<file path="src/hdl/md3_ram.sv">
`default_nettype none

module md3_ram #(
  parameter int WIDTH = 32,
  parameter int DEPTH = 16,
  localparam int AW = (DEPTH > 1) ? $clog2(DEPTH) : 1
) (
  input  wire logic             clk,
  input  wire logic             we,
  input  wire logic [AW-1:0]    waddr,
  input  wire logic [WIDTH-1:0] wdata,
  input  wire logic             re,
  input  wire logic [AW-1:0]    raddr,
  output logic      [WIDTH-1:0] rdata
);

  logic [WIDTH-1:0] mem [DEPTH];
  logic [WIDTH-1:0] rdata_r;

  always_ff @(posedge clk) begin
    if (we) begin
      mem[waddr] <= wdata;
    end
    if (re) begin
      rdata_r <= mem[raddr];
    end
  end

  assign rdata = rdata_r;

endmodule

`default_nettype wire

</file>
<file path="config.mk">
export PLATFORM = sky130hd
export DESIGN_NAME = md3_ram
export DESIGN_NICKNAME = d
export VERILOG_FILES = /design/src/hdl/md3_ram.sv
export SDC_FILE = /design/constraint.sdc
export NUM_CORES = 1
export LEC_CHECK = 0
export BUFFER_PORTS_ARGS = -buffer_cell sky130_fd_sc_hd__buf_2
export CORE_MARGIN = 5
export CORE_UTILIZATION = 40
export CTS_BUF_LIST = sky130_fd_sc_hd__clkbuf_4 sky130_fd_sc_hd__clkbuf_8 sky130_fd_sc_hd__clkbuf_16
export CTS_CLUSTER_SIZE = 10
export DETAILED_ROUTE_END_ITERATION = 10
export HOLD_SLACK_MARGIN = 0.08
export PLACE_DENSITY = 0.58
export SLEW_MARGIN = 20
export SYNTH_ARGS = -nofsm -noshare
export SYNTH_HDL_FRONTEND = slang
export SYNTH_SLANG_ARGS = --single-unit
</file>
<file path="constraint.sdc">
create_clock -name clk -period 4.28 [get_ports clk]
set_input_delay 0.214 -clock clk [delete_from_list [all_inputs] [get_ports clk]]
set_output_delay 0.214 -clock clk [all_outputs]
set_load 0.03 [all_outputs]
</file>
-- Word level (Yosys, flattened, before mapping)
Memory sizes are Yosys's and may differ from the RTL's. A register that Yosys moved wholly into a read port is not among the register bits.
Cells that the tools add are included.
- register bits after elaboration: 0
- memory bits (writable): 512
- bits of input ports: 43
- output and inout port bits: 32
- word-level logic and storage cells: 3
- memories kept: 1
- memory list (memory ; depth ; width ; read ports ; clocked after memory_dff ; write ports ; line ; RTL):
    mem ; 16 ; 32 ; 1 ; 1 ; 1 ; 17 ; logic [WIDTH-1:0] mem [DEPTH];
- muxes and demuxes: 2
- operators with widths (kind ; number):
    $mux 1 ; 2

-- Logic depth before layout (Yosys ltp)
- depth in word-level cells: 2
- gate-level depth with buffers: 5

-- Least setup slack after synthesis
Ideal clock, no wire load.
- path type: in2reg
- from: input waddr[2]
- to: memory mem[0][0], enable pin
- data arrival time: 2.932 ns
- path slack: 0.886 ns
- stages on the path: 2
- buffers on the path: 0
- cell sequence: or3b_2 -> nor3_1
- RTL lines (what ; line ; RTL):
    start, declared ; 10 ; input wire logic [AW-1:0] waddr,
    end, declared ; 17 ;
Straight into the memory's write port.

-- Worst setup path in the final report
- from: input waddr[2]
- to: memory mem[3][6], enable pin
Straight into the memory's write port.

==> impl_metrics.tcl <==
set metrics [dict create \
    io-pin-count 75 \
    port_buffers 74 \
    power_leakage_nw 7.47 \
    cp_data_required_time_ps 4530 \
    clock_insertion_delay_worst_skew_ps 600 \
    min_path_type "input pin to flip-flop" \
    r2r-end "rdata[4]" \
    crit_type "input pin to flip-flop" \
    number_of_cell_rows 82 \
    count_of_hold_buffers_inserted_by_post_cts_repair 32 \
    synth_largest_type_area_fraction_pct 81.0 \
    timing.rr.start "mem[3][4]" \
    postPlaceCellArea_sq_mm 0.0216 \
    p_per_area_mw_per_mm2 470 \
    outcome "finished, final reports clean" \
    synth.distinct_cells 17 \
    tritoncts "yes" \
    drc 0 \
    finalClockSkew_ps 16.6 \
    syn-instance-count 838 \
    slew-limit-headroom_pct 26.8 \
    reg2regPathDepth 3 \
    final_antenna_net_count 0 \
    design.die.area_sq_mm 0.0550 \
    yosysWarningCount 0 \
    cts_repair_resize_count 0 \
    timing.fmax_mhz 541 \
    cts-htree-levels 2 \
    timing.final.ws_setup_ps 2430 \
    synth.cell_area_sq_mm 0.0202 \
    rsz0062_at_grt "false" \
    holdPathStages 2 \
    initial_core_util_pct 40.3 \
    p_seq_share_pct 54.8 \
    min_period_over_period_pct 43.2 \
    hold_ws_ps 297 \
    worstMarginPinSlew_ps 1090 \
    core_area_sq_mm 0.0501 \
    setup_viol 0 \
    yosys_register_bits 544 \
    vdd_drop_max_v 0.000357 \
    pwr-share-comb_pct 5.3 \
    worstSetupEndpointType "flip-flop" \
    starting_drc_count_in_detailed_routing 1020 \
    cts_max_path_buffers 3 \
    global_route.overflow_total 0 \
    detail_route.first_pass.iterations 5 \
    worst_ep_arrival_time_ps 2100 \
    postRouteWirelength_mm 43.8 \
    switching_portion_of_total_power_pct 20.3 \
    final_wtd_congestion 0.712 \
    post-route-min-period_ps 1850 \
    final.setup.tns_ps 0 \
    grt_antenna_before_repair 1 \
    crit_path_max_fanout 18 \
    critical_path.startpoint_type "input pin" \
    netlist.top_cell.by_area "edfxtp_1" \
    cts_setup_buffers 0 \
    tritoncts_num_sinks 544 \
    synth_seq_area_share_pct 81.0 \
    timing.reg2reg.setup_slack_ps 2830 \
    insertedDiodeCount 0 \
    hpwlAfterDp_mm 22.4 \
    worstHoldEndpoint "rdata[27]" \
    route.detailed.vias_per_inst 5.51 \
    ys_dominant_reg_cell "edfxtp_1" \
    synth.avg_cell_area_sq_um 24.1 \
    gr-usage-all-layers_pct 16.3 \
    maxCapViolCount 0 \
    final_layout_size_suffix_gt1_share_pct 32.2 \
    route.vias.total 9223 \
    syn2layout_area_growth_pct 16.4 \
    p_sw_mw 2.24 \
    tritoncts.num_buffers 60 \
    dieWidth_microns 235 \
    synth_top_cells_by_area "edfxtp_1 81%, mux4_2 14%, a22oi_1 2.4%" \
    fin_util_pct 46.9 \
    number_of_enable_type_register_cells_in_the_synthesized_netlist 544 \
    grt_pass1_vias 9724 \
    p_clk_share_pct 40.0 \
    ys_top_cells_by_count "544 x edfxtp_1, 128 x mux4_2, 64 x a22oi_1, 33 x nand2_1, 17 x clkbuf_1" \
    die_height_microns 235 \
    final_cell_area_sq_mm 0.0235 \
    yosys.cell_count.top_type "edfxtp_1" \
    nets 1038 \
    route.detailed.wl_per_inst_microns 26.2 \
    hold_violations 0 \
    drv_slew 0 \
    worst_hold_start "re" \
    power.internal_mw 8.79 \
    mappedNetlistNets 881 \
    synthArstFlopShare_pct 0 \
    placement.setup.worst_slack_ps 1820 \
    grt_pass1_wl_mm 65.3 \
    grt_start_max_net_pins 51 \
    clkTransAtPathRegs_ps 60 \
    clk_root_buffer_cell "clkbuf_16" \
]
-- power groups by stage --
stage | clock network, mW | registers (mW) | logic [mW]
finish | 4.41 | 6.04 | 0.583
global route | 4.73 | 6.05 | 0.632
CTS | 4.51 | 6.04 | 0.597
detailed placement | 0 | 6.15 | 0.573
global placement | 0 | 6.14 | 0.566
floorplan | 0 | 6.19 | 0.287
-- cell usage in the layout, fill, tap and decap left out --
| cell type | count |
|---|---|
| edfxtp_1 | 544 |
| mux4_2 | 128 |
| buf_2 | 72 |
| a22oi_1 | 64 |
| clkbuf_16 | 62 |
| nand2_1 | 33 |
| dlygate4sd3_1 | 32 |
| buf_4 | 32 |
| nor2_4 | 13 |
| nor3_2 | 4 |
| clkbuf_4 | 4 |
| nor2b_4 | 2 |
| nand3b_1 | 2 |
| nand2b_1 | 2 |
| and2_2 | 1 |
| nand3_1 | 1 |
| or3b_2 | 1 |
| clkinv_8 | 1 |
| clkinv_1 | 1 |
| clkbuf_8 | 1 |
| buf_12 | 1 |
-- worst max-delay path by stage --
| stage | start | to | slack, ps | cells after the start |
|---|---|---|---|---|
| final | waddr[2] | mem[3][6] | 2430 | 4 |
| after CTS | waddr[2] | mem[3][6] | 2440 | 4 |
| after detailed placement | waddr[2] | mem[3][17] | 1820 | 4 |
| after global placement | raddr[0] | rdata[6] | 1830 | 5 |
| after global routing | raddr[0] | rdata[9] | 2330 | 5 |
| after floorplan | waddr[2] | mem[0][0] | 890 | 2 |
-- final cells by class --
class | count | area (sq um)
Fill cell | 4162 | 26600
Clock buffer | 66 | 1580
Clock inverter | 2 | 20.0
Multi-Input combinational cell | 251 | 3750
Tap cell | 672 | 841
Timing Repair Buffer | 138 | 955
Sequential cell | 544 | 16300
-- metrics by stage --
stage	power (mW)	cells
floorplan	6.48	838
global placement	6.71	1573
detailed placement	6.72	1573
CTS	11.1	1673
global route	11.4	1673
finish	11.0	1673
-- critical path, stage by stage --
cell and delay [ps]:
buf_2 110, or3b_2 590, nor2_4 730, buf_4 430
-- registers in the layout (all words and copies together), names as in the netlist --
name   count
mem      512
rdata     32
-- routing by layer --
metal	up-vias	track usage [%]	part of all wire, %
li1	3890	-	-
met1	4988	24.8	46
met2	282	25.0	47
met3	61	2.64	6.0
met4	2	4.07	1.7
met5	-	0	0.030
-- cells by family after synthesis --
kind of cell | Yosys count | share of synthesized area (%)
buffers and inverters | 43 | 1.10
DFF | 544 | 81.0
AOI/OAI and AO/OA | 64 | 2.38
and+or+nand+nor | 59 | 1.25
muxes | 128 | 14.3
No activity file was read; power rests on OpenSTA's default activity.
